==> config.mk <==
export PLATFORM = sky130hd
export DESIGN_NAME = rotary_encoder_with_button_unit
export DESIGN_NICKNAME = d
export VERILOG_FILES = /design/src/reb_pkg.sv /design/src/reb_button.sv /design/src/reb_encoder.sv /design/src/rotary_encoder_with_button_unit.sv
export SDC_FILE = /design/constraint.sdc
export NUM_CORES = 1
export LEC_CHECK = 0
export BUFFER_PORTS_ARGS = -buffer_cell sky130_fd_sc_hd__buf_2
export CORE_MARGIN = 10
export CORE_UTILIZATION = 39
export CTS_BUF_LIST = sky130_fd_sc_hd__clkbuf_4 sky130_fd_sc_hd__clkbuf_8
export DETAILED_ROUTE_END_ITERATION = 7
export PLACE_DENSITY = 0.64
export SYNTH_ARGS = -nofsm -noshare
export SYNTH_HDL_FRONTEND = slang
export SYNTH_SLANG_ARGS = --single-unit
==> constraint.sdc <==
create_clock -name i_clk -period 12.6 [get_ports i_clk]
set_input_delay 1.26 -clock i_clk [delete_from_list [all_inputs] [get_ports i_clk]]
set_output_delay 1.26 -clock i_clk [all_outputs]
set_load 0.1 [all_outputs]
==> src/reb_pkg.sv <==
package reb_pkg;

    localparam int CFG_IDX_W  = 3;
    localparam int CFG_DATA_W = 16;

    localparam logic [CFG_IDX_W-1:0] CFG_MIN_POS       = 3'd0;
    localparam logic [CFG_IDX_W-1:0] CFG_MAX_POS       = 3'd1;
    localparam logic [CFG_IDX_W-1:0] CFG_WRAP_MODE     = 3'd2;
    localparam logic [CFG_IDX_W-1:0] CFG_FAST_THRESH   = 3'd3;
    localparam logic [CFG_IDX_W-1:0] CFG_FAST_STEP     = 3'd4;
    localparam logic [CFG_IDX_W-1:0] CFG_BTN_DEBOUNCE  = 3'd5;
    localparam logic [CFG_IDX_W-1:0] CFG_ENC_DEBOUNCE  = 3'd6;
    localparam logic [CFG_IDX_W-1:0] CFG_LONG_PRESS    = 3'd7;

    localparam logic CMD_SAMPLE = 1'b0;
    localparam logic CMD_LOAD   = 1'b1;

    localparam logic [1:0] EV_NONE    = 2'd0;
    localparam logic [1:0] EV_PRESS   = 2'd1;
    localparam logic [1:0] EV_RELEASE = 2'd2;
    localparam logic [1:0] EV_LONG    = 2'd3;

    typedef struct packed {
        logic signed [15:0] min_pos;
        logic signed [15:0] max_pos;
        logic               wrap_mode;
        logic [15:0]        fast_threshold_ms;
        logic [7:0]         fast_step;
        logic [7:0]         btn_debounce_ms;
        logic [7:0]         enc_debounce_ms;
        logic [15:0]        long_press_ms;
    } t_cfg;

    typedef struct packed {
        logic        level;
        logic [1:0]  kind;
        logic [31:0] etime;
    } t_btn_evt;

endpackage

==> src/reb_button.sv <==
module reb_button (
    input  logic              i_clk,
    input  logic              i_rst_n,
    input  logic              i_fire,
    input  logic              i_command,
    input  logic [31:0]       i_now_ms,
    input  logic              i_pin_button,
    input  reb_pkg::t_cfg     i_cfg,
    output reb_pkg::t_btn_evt o_evt
);

    logic        r_stable;
    logic        r_previous;
    logic        r_timing;
    logic [31:0] r_change_time;
    logic [31:0] r_press_time;

    logic        n_stable;
    logic        n_previous;
    logic        n_timing;
    logic [31:0] n_change_time;
    logic [31:0] n_press_time;

    logic [31:0] s_since_change;
    logic [31:0] s_since_press;
    logic        s_deb_done;
    logic        s_press;
    logic        s_long;
    logic [1:0]  s_kind;
    logic [31:0] s_etime;
    logic        s_sample;

    assign s_sample       = i_fire && (i_command == reb_pkg::CMD_SAMPLE);
    assign s_since_change = i_now_ms - r_change_time;
    assign s_since_press  = i_now_ms - r_press_time;
    // A change first seen in this transaction has zero elapsed time and cannot finish.
    assign s_deb_done     = r_timing && (s_since_change > {24'd0, i_cfg.btn_debounce_ms});

    always_comb begin
        n_stable      = r_stable;
        n_previous    = r_previous;
        n_timing      = r_timing;
        n_change_time = r_change_time;
        n_press_time  = r_press_time;
        s_kind        = reb_pkg::EV_NONE;
        s_etime       = 32'd0;
        s_press       = 1'b0;
        s_long        = 1'b0;
        if ((i_pin_button != r_stable) && !r_timing) begin
            n_change_time = i_now_ms;
            n_timing      = 1'b1;
        end
        if (s_deb_done) begin
            n_previous = r_stable;
            n_stable   = i_pin_button;
            n_timing   = 1'b0;
            if (!r_stable && i_pin_button) begin
                s_kind  = reb_pkg::EV_RELEASE;
                s_etime = s_since_press;
            end
            if (r_stable && !i_pin_button) begin
                s_press      = 1'b1;
                n_press_time = i_now_ms;
                s_kind       = reb_pkg::EV_PRESS;
                s_etime      = i_now_ms;
            end
        end
        s_long = !s_press && n_previous && !n_stable
                 && (s_since_press > {16'd0, i_cfg.long_press_ms});
        if (s_long) begin
            s_kind       = reb_pkg::EV_LONG;
            s_etime      = s_since_press;
            n_press_time = i_now_ms;
        end
    end

    always_ff @(posedge i_clk) begin
        if (!i_rst_n) begin
            r_stable      <= 1'b1;
            r_previous    <= 1'b1;
            r_timing      <= 1'b0;
            r_change_time <= 32'd0;
            r_press_time  <= 32'd0;
        end else if (s_sample) begin
            r_stable      <= n_stable;
            r_previous    <= n_previous;
            r_timing      <= n_timing;
            r_change_time <= n_change_time;
            r_press_time  <= n_press_time;
        end
    end

    assign o_evt.level = (i_command == reb_pkg::CMD_SAMPLE) ? n_stable : r_stable;
    assign o_evt.kind  = (i_command == reb_pkg::CMD_SAMPLE) ? s_kind : reb_pkg::EV_NONE;
    assign o_evt.etime = (i_command == reb_pkg::CMD_SAMPLE) ? s_etime : 32'd0;

endmodule

==> src/reb_encoder.sv <==
module reb_encoder (
    input  logic               i_clk,
    input  logic               i_rst_n,
    input  logic               i_fire,
    input  logic               i_command,
    input  logic [31:0]        i_now_ms,
    input  logic               i_pin_a,
    input  logic               i_pin_b,
    input  logic signed [15:0] i_new_position,
    input  reb_pkg::t_cfg      i_cfg,
    output logic signed [15:0] o_position
);

    logic signed [15:0] r_position;
    logic               r_a_last;
    logic [31:0]        r_edge_time;

    logic signed [15:0] n_position;
    logic               n_a_last;
    logic [31:0]        n_edge_time;

    logic [31:0]        s_gap;
    logic               s_accept;
    logic signed [17:0] s_delta;
    logic signed [17:0] s_sum;
    logic signed [17:0] s_clamp_hi;
    logic signed [17:0] s_clamp_lo;
    logic signed [17:0] s_min;
    logic signed [17:0] s_max;

    assign s_gap    = i_now_ms - r_edge_time;
    assign s_accept = (i_pin_a != r_a_last) && (s_gap >= {24'd0, i_cfg.enc_debounce_ms});
    assign s_min    = {{2{i_cfg.min_pos[15]}}, i_cfg.min_pos};
    assign s_max    = {{2{i_cfg.max_pos[15]}}, i_cfg.max_pos};
    assign s_delta  = (s_gap < {16'd0, i_cfg.fast_threshold_ms})
                      ? $signed({10'd0, i_cfg.fast_step}) : 18'sd1;

    always_comb begin
        if (i_pin_b == i_pin_a) begin
            s_sum = {{2{r_position[15]}}, r_position} + s_delta;
        end else begin
            s_sum = {{2{r_position[15]}}, r_position} - s_delta;
        end
        s_clamp_hi = s_sum;
        if (s_sum > s_max) begin
            s_clamp_hi = i_cfg.wrap_mode ? s_min : s_max;
        end
        s_clamp_lo = s_clamp_hi;
        if (s_clamp_hi < s_min) begin
            s_clamp_lo = i_cfg.wrap_mode ? s_max : s_min;
        end
    end

    always_comb begin
        n_position  = r_position;
        n_a_last    = r_a_last;
        n_edge_time = r_edge_time;
        if (i_command == reb_pkg::CMD_LOAD) begin
            n_position = i_new_position;
        end else if (s_accept) begin
            n_a_last = i_pin_a;
            if (!i_pin_a) begin
                n_position  = s_clamp_lo[15:0];
                n_edge_time = i_now_ms;
            end
        end
    end

    always_ff @(posedge i_clk) begin
        if (!i_rst_n) begin
            r_position  <= 16'sd0;
            r_a_last    <= 1'b0;
            r_edge_time <= 32'd0;
        end else if (i_fire) begin
            r_position  <= n_position;
            r_a_last    <= n_a_last;
            r_edge_time <= n_edge_time;
        end
    end

    assign o_position = n_position;

endmodule

==> src/rotary_encoder_with_button_unit.sv <==
// Rotary encoder with push button.
// Input channel (i_in_valid, o_in_stall): one transaction is either a pin
// sample (time stamp and A, B and button levels) or a position load.
// Output channel (o_out_valid, i_out_stall): exactly one transaction per input
// transaction, in order, carrying the position, the debounced button level
// and a press, release or long press event with its time.
// Configuration is written through i_cfg_we, i_cfg_index and i_cfg_data; the
// user must write it only while no transaction is in flight, which the block itself
// does not enforce. Writes take effect at the next clock edge. The accepting edge
// loads the input register, then the button and encoder logic writes the result
// register once it is free. Throughput is one transaction per cycle while the
// receiver does not stall, set by the single input register to result register path.
// A synchronous active low reset empties both registers, restores the
// configuration defaults and returns the button to released, position zero.
// When the receiver stalls, the result register holds; the input register
// still takes one more transaction, then o_in_stall rises until the result
// is taken.
module rotary_encoder_with_button_unit (
    input  logic                                i_clk,
    input  logic                                i_rst_n,
    input  logic                                i_in_valid,
    output logic                                o_in_stall,
    input  logic                                i_command,
    input  logic [31:0]                         i_now_ms,
    input  logic                                i_pin_a,
    input  logic                                i_pin_b,
    input  logic                                i_pin_button,
    input  logic signed [15:0]                  i_new_position,
    output logic                                o_out_valid,
    input  logic                                i_out_stall,
    output logic signed [15:0]                  o_position,
    output logic                                o_button_level,
    output logic [1:0]                          o_event_kind,
    output logic [31:0]                         o_event_time,
    input  logic                                i_cfg_we,
    input  logic [reb_pkg::CFG_IDX_W-1:0]       i_cfg_index,
    input  logic [reb_pkg::CFG_DATA_W-1:0]      i_cfg_data
);

    reb_pkg::t_cfg      r_cfg;

    logic               r_in_valid;
    logic               r_command;
    logic [31:0]        r_now_ms;
    logic               r_pin_a;
    logic               r_pin_b;
    logic               r_pin_button;
    logic signed [15:0] r_new_position;

    logic               r_out_valid;
    logic signed [15:0] r_position;
    reb_pkg::t_btn_evt  r_evt;

    logic               s_out_free;
    logic               s_fire;
    logic               s_in_take;
    logic signed [15:0] s_position;
    reb_pkg::t_btn_evt  s_evt;

    always_ff @(posedge i_clk) begin
        if (!i_rst_n) begin
            r_cfg.min_pos           <= 16'sd0;
            r_cfg.max_pos           <= 16'sd255;
            r_cfg.wrap_mode         <= 1'b0;
            r_cfg.fast_threshold_ms <= 16'd15;
            r_cfg.fast_step         <= 8'd10;
            r_cfg.btn_debounce_ms   <= 8'd10;
            r_cfg.enc_debounce_ms   <= 8'd4;
            r_cfg.long_press_ms     <= 16'd800;
        end else if (i_cfg_we) begin
            unique case (i_cfg_index)
                reb_pkg::CFG_MIN_POS:      r_cfg.min_pos           <= i_cfg_data;
                reb_pkg::CFG_MAX_POS:      r_cfg.max_pos           <= i_cfg_data;
                reb_pkg::CFG_WRAP_MODE:    r_cfg.wrap_mode         <= i_cfg_data[0];
                reb_pkg::CFG_FAST_THRESH:  r_cfg.fast_threshold_ms <= i_cfg_data;
                reb_pkg::CFG_FAST_STEP:    r_cfg.fast_step         <= i_cfg_data[7:0];
                reb_pkg::CFG_BTN_DEBOUNCE: r_cfg.btn_debounce_ms   <= i_cfg_data[7:0];
                reb_pkg::CFG_ENC_DEBOUNCE: r_cfg.enc_debounce_ms   <= i_cfg_data[7:0];
                reb_pkg::CFG_LONG_PRESS:   r_cfg.long_press_ms     <= i_cfg_data;
                default: ;
            endcase
        end
    end

    assign s_out_free = !r_out_valid || !i_out_stall;
    assign s_fire     = r_in_valid && s_out_free;
    assign s_in_take  = i_in_valid && !o_in_stall;
    assign o_in_stall = r_in_valid && !s_out_free;

    always_ff @(posedge i_clk) begin
        if (!i_rst_n) begin
            r_in_valid <= 1'b0;
        end else if (s_in_take) begin
            r_in_valid <= 1'b1;
        end else if (s_fire) begin
            r_in_valid <= 1'b0;
        end
    end

    always_ff @(posedge i_clk) begin
        if (s_in_take) begin
            r_command      <= i_command;
            r_now_ms       <= i_now_ms;
            r_pin_a        <= i_pin_a;
            r_pin_b        <= i_pin_b;
            r_pin_button   <= i_pin_button;
            r_new_position <= i_new_position;
        end
    end

    reb_button u_button (
        .i_clk        (i_clk),
        .i_rst_n      (i_rst_n),
        .i_fire       (s_fire),
        .i_command    (r_command),
        .i_now_ms     (r_now_ms),
        .i_pin_button (r_pin_button),
        .i_cfg        (r_cfg),
        .o_evt        (s_evt)
    );

    reb_encoder u_encoder (
        .i_clk          (i_clk),
        .i_rst_n        (i_rst_n),
        .i_fire         (s_fire),
        .i_command      (r_command),
        .i_now_ms       (r_now_ms),
        .i_pin_a        (r_pin_a),
        .i_pin_b        (r_pin_b),
        .i_new_position (r_new_position),
        .i_cfg          (r_cfg),
        .o_position     (s_position)
    );

    always_ff @(posedge i_clk) begin
        if (!i_rst_n) begin
            r_out_valid <= 1'b0;
        end else if (s_out_free) begin
            r_out_valid <= s_fire;
        end
    end

    always_ff @(posedge i_clk) begin
        if (s_fire) begin
            r_position <= s_position;
            r_evt      <= s_evt;
        end
    end

    assign o_out_valid    = r_out_valid;
    assign o_position     = r_position;
    assign o_button_level = r_evt.level;
    assign o_event_kind   = r_evt.kind;
    assign o_event_time   = r_evt.etime;

endmodule

==> qor.csv, run 1 <==
metric,value,unit
outcome,finished clean,
hold_buf cts,0,
leak pwr,9.19,nW
Buf/Inv on CP,4,
initial antenna violation count,5,
I/O Buffers,128,
# IOs,129,
CP required,13.10,ns
Fmax achieved,85.5,MHz
Setup Crit Path Kind,register to register,
clock buffer depth,3,
layout cells sized above 1,11.6,%
Worst Setup Start Kind,register,
cell accounting for the most synthesized area,dfxtp_1,
Hold Fails Final Rpt,0,
Yosys reg bits,310,
"count leader, synth",nand2_1,
Worst Max-Slew Pin Slew,1.35,ns
Worst EP arrival,12.20,ns
Final Wtd Congestion,0.916,
Max-Cap Viols,0,
final setup fails,0,
Initial Utilization,39.4,%
sum of negative setup slack,0,ns
Main synth FF type,dfxtp_1,
Nets,3055,
die area,65300,µm²
Die X,256,µm
vias post-DR,19800,
number of enable flip-flop cells after synthesis,103,
sequential area share after synthesis,33.4,%
Iter 0 DRT Violations,1618,
wire per inst,19.1,µm
clock root buffer,clkbuf_8,
Post-DP Area,23000,µm²
Tmin final,11.70,ns
count of cell types in the netlist,92,
Hold Path Class,register to register,
CTS tree,built,
"CTS clk-pin slew, worst paths",0.06,ns
core area,55000,µm²
overall power,2.97,mW
slew margin rel.,9.54,%
CP Max Fanout,27,
vias in the first global route,18800,
GRT overflow,0,
most instantiated cells after synthesis,"516 x nand2_1, 278 x a21oi_1, 224 x inv_1",
largest net degree at the start of global routing,93,
CP most frequent cell,a21o_1,
DRC viols,0,
pwr dens,122,nW/µm²
crit end category,register,
drt total wl,68300,µm
Top Family by Delay on Critical Path,compound AO/OA/AOI/OAI gates,
Synth top area share,19.1,%
Synth Instances,2667,
first-pass GRT wire length,106000,µm
RSZ-0062 raised after global routing,false,
Mean Syn Cell Area,8.12,µm²
hpwl dp,52200,µm
Peak VDD IR,65.3,µV
final worst-path cycle share,92.9,%
cts bufs inserted,56,
Skew-Pair Late Insertion Delay,0.68,ns
post-route cell area,24300,µm²
drt via density,5.55,
synth warn,0,
ys async rst share,0,%
Max Transition Viols Final,0,
Rows,86,
"Core Util, Final",44.2,%
post-route ant nets,0,
area of the mapped netlist,21600,µm²
P&R area growth vs syn,12.3,%
drt pass-1 iters,7,
slowest cell on the critical path,edfxtp_1,
total track usage,20.1,%
slowest cell delay on critical path,0.51,ns
Syn Nets,2943,
# clock sinks,310,
CTS H-tree depth,2,
Synth area leaders,"dfxtp_1 19%, edfxtp_1 14%, ha_1 11%",
clk_skew,0.0229,ns
Die Y,256,µm
[worst paths after layout]
check | slack (ns) | endpoint | start | depth (start not counted)
worst min register to register | 0.45 | u_button.r_change_time[2] | u_button.r_change_time[2] | 2
worst min-delay path | 0.45 | u_button.r_change_time[2] | u_button.r_change_time[2] | 2
worst max register to register | 0.90 | o_position[12] | r_now_ms[5] | 56
worst max-delay path | 0.90 | o_position[12] | r_now_ms[5] | 56
[registers in the layout, summed over array words and instances, names as in the netlist, 2 cells and up]
name and count:
u_encoder.r_position 16, u_encoder.r_edge_time 32, u_button.r_change_time 32, r_new_position 16, o_event_time 32, o_position 16, u_button.r_press_time 32, r_cfg 89
r_now_ms 32, o_event_kind 2
[cells in the final DEF, fill, tap and decap left out, types with 9 or more instances in the layout]
cell and count:
or3_1 18, nand4_1 26, a31oi_1 20, mux2_2 9
edfxtp_1 103, buf_2 127, nand2b_1 25, o211ai_1 51
dfxtp_1 206, and2_1 14, buf_4 41, clkbuf_4 19
mux2i_1 83, xor2_1 31, o31ai_1 11, o21ai_0 112
a21oi_1 278, nor2_1 119, o21bai_1 11, and3_1 18
xnor2_1 51, nand3_1 58, ha_1 195, clkbuf_8 61
o2111ai_1 11, a22o_1 30, o21a_1 16, nor2b_1 23
inv_1 222, nor3_1 38, nor4_1 10, a21o_1 66
nand2_1 516, clkinv_2 12, a211oi_1 17
[cell type report]
type | count | area (µm²)
fillers | 5413 | 30700
multi-input cells | 2018 | 13100
flip-flops and latches | 310 | 7240
clock buffers | 80 | 982
repair buffers | 169 | 955
well taps | 748 | 936
inverters | 224 | 843
clock inverters | 26 | 263
diodes | 1 | 2.50
[cell families after synthesis]
family / count (synthesis) / synth area share (%)
mux: 93 / 4.37
flops: 310 / 33.4
xor+xnor: 83 / 3.42
buf+inv: 339 / 6.40
fa+ha+maj: 200 / 11.7
simple gates: 923 / 19.4
compound gates: 719 / 21.3
[repair_timing]
| action | 4_1_cts | 5_1_grt |
|---|---|---|
| gates resized for setup | 0 | 5 |
| buffers inserted | 0 | 2 |
| setup endpoints to repair | 0 | 32 |
[tightest hold or removal path, cell delays in order, from the launching register on]
cell and delay, ns:
dfxtp_1 0.31, nand2_1 0.05, a21oi_1 0.05
[report_power, final]
part	leakage (nW)	internal, mW	switching [mW]
clock	0.665	0.609	0.464
combinational	5.84	0.285	0.515
sequential	2.68	1.07	0.0263
total	9.19	1.96	1.01
[through the flow]
step,instances,hold slack (ns),setup slack (ns)
floorplan,2667,0.435,1.41
global placement,3467,0.442,0.730
detailed placement,3467,0.446,0.520
CTS,3573,0.454,0.433
global route,3576,0.470,0.00220
finish,3576,0.453,0.898
[metal layers]
layer  global-route usage, %  routed length, µm  up-vias
met1                    27.9              32500     9457
met2                    31.8              30500      575
met5                       0                 18        -
li1                        -                  -     9697
met4                    5.51               1500        2
met3                    2.94               3800      107
Power figures use the tool's default switching activity.
==> inputs of run 2 (changes only) <==
--- a/config.mk
+++ b/config.mk
@@ -7,10 +7,10 @@
 export LEC_CHECK = 0
 export BUFFER_PORTS_ARGS = -buffer_cell sky130_fd_sc_hd__buf_2
 export CORE_MARGIN = 10
-export CORE_UTILIZATION = 39
+export CORE_UTILIZATION = 60
 export CTS_BUF_LIST = sky130_fd_sc_hd__clkbuf_4 sky130_fd_sc_hd__clkbuf_8
 export DETAILED_ROUTE_END_ITERATION = 7
-export PLACE_DENSITY = 0.64
+export PLACE_DENSITY = 0.88
 export SYNTH_ARGS = -nofsm -noshare
 export SYNTH_HDL_FRONTEND = slang
 export SYNTH_SLANG_ARGS = --single-unit
==> qor.csv, run 2 (synthesis results as in run 1) <==
metric,value,unit
clock root buffer,clkbuf_8,
CTS tree,built,
Die Y,210,µm
final worst-path cycle share,93.2,%
slowest cell on the critical path,edfxtp_1,
P&R area growth vs syn,10.0,%
pwr dens,120,nW/µm²
wire per inst,20.6,µm
final cell count without fillers,3279,
final setup fails,0,
total track usage,29.4,%
Hold Path Class,register to register,
largest net degree at the start of global routing,108,
Iter 0 DRT Violations,2036,
Die X,210,µm
post-route cell area,23800,µm²
vias in the first global route,19500,
core area,35600,µm²
outcome,finished clean,
clk_skew,0.0419,ns
post-route ant nets,0,
drt via density,6.24,
Nets,3050,
Initial Utilization,60.8,%
number of diodes,0,
CTS H-tree depth,2,
first-pass GRT wire length,105000,µm
"worst slack, placed",0.467,ns
Tmin final,11.74,ns
most frequent cells in the layout,"516 x nand2_1, 278 x a21oi_1, 222 x inv_1",
Peak VDD IR,162,µV
leak pwr,9.12,nW
DRC viols,0,
CP Max Fanout,27,
die area,44100,µm²
setup ws final,0.863,ns
hold_buf cts,0,
cts bufs inserted,52,
Hold Fails Final Rpt,0,
drt total wl,67600,µm
"commonest non-fill, non-tap cell in the layout",nand2_1,
placed insts,3174,
initial antenna violation count,0,
Worst Setup Start Kind,register,
GRT overflow,0,
layout cells sized above 1,11.4,%
Worst Max-Slew Pin Slew,1.24,ns
sum of negative setup slack,0,ns
max reg flops,89,
drt pass-1 iters,6,
# clock sinks,310,
# IOs,129,
Final Wtd Congestion,0.979,
Skew-Pair Late Insertion Delay,0.65,ns
"Core Util, Final",67.0,%
"CTS clk-pin slew, worst paths",0.06,ns
Worst EP arrival,12.16,ns
vias post-DR,20500,
slowest cell delay on critical path,0.47,ns
Rows,69,
Setup Crit Path Kind,register to register,
hpwl dp,51100,µm
Post-DP Area,22600,µm²
Max Transition Viols Final,0,
clock buffer depth,3,
RSZ-0062 raised after global routing,false,
CP most frequent cell,ha_1,
CP required,13.03,ns
Fmax achieved,85.2,MHz
slew margin rel.,16.8,%
most flop-heavy register,r_cfg,
Max-Cap Viols,0,
I/O Buffers,128,
crit end category,register,
run 2: metrics by stage:
step | power (mW) | hold slack [ns]
CTS | 2.83 | 0.455
global route | 2.99 | 0.467
floorplan | 1.68 | 0.435
global placement | 1.87 | 0.442
finish | 2.86 | 0.453
detailed placement | 1.89 | 0.447
run 2: critical path, delay by kind of cell (launching register included):
kind | cells | cell delay, ns
adder cells (fa/ha/maj) | 6 | 1.68
flip-flops | 1 | 0.47
AND/OR/NAND/NOR | 13 | 2.43
AO/OA/AOI/OAI | 26 | 5.06
multiplexers | 1 | 0.29
buffers and inverters | 8 | 1.06
XOR/XNOR | 2 | 0.51
run 2: area by class of cell:
cell class	instances	area, µm²
Fill cell	2901	11800
Sequential cell	310	7240
Inverter	224	843
Multi-Input combinational cell	2018	13100
Clock buffer	80	976
Clock inverter	18	119
Tap cell	461	577
Timing Repair Buffer	168	963
run 2: power by group:
part           switching, mW  leakage, nW  internal, mW
Sequential            0.0288         2.68          1.07
Combinational          0.520         5.85         0.294
Clock                  0.438        0.586         0.516
Total                  0.987         9.12          1.88
run 2: worst paths after layout:
check                                               start                   endpoint  slack (ns)  cells after the start
worst max register to register                r_now_ms[0]             o_position[12]        0.86                     56
worst max-delay path                          r_now_ms[0]             o_position[12]        0.86                     56
worst min-delay path            u_button.r_change_time[5]  u_button.r_change_time[5]        0.45                      2
worst min register to register  u_button.r_change_time[5]  u_button.r_change_time[5]        0.45                      2
run 2: timing repair:
item,4_1_cts,5_1_grt
setup endpoints to repair,0,32
setup buffers,0,7
gates resized for setup,0,8
run 2: metal layers:
layer  GRT usage (%)  share of wire [%]  wire length (µm)
met1            38.1                 42             28500
met2            47.4                 45             30600
met3            6.15                9.4              6320
met4            10.7                3.2              2160
met5               0                  0                 0
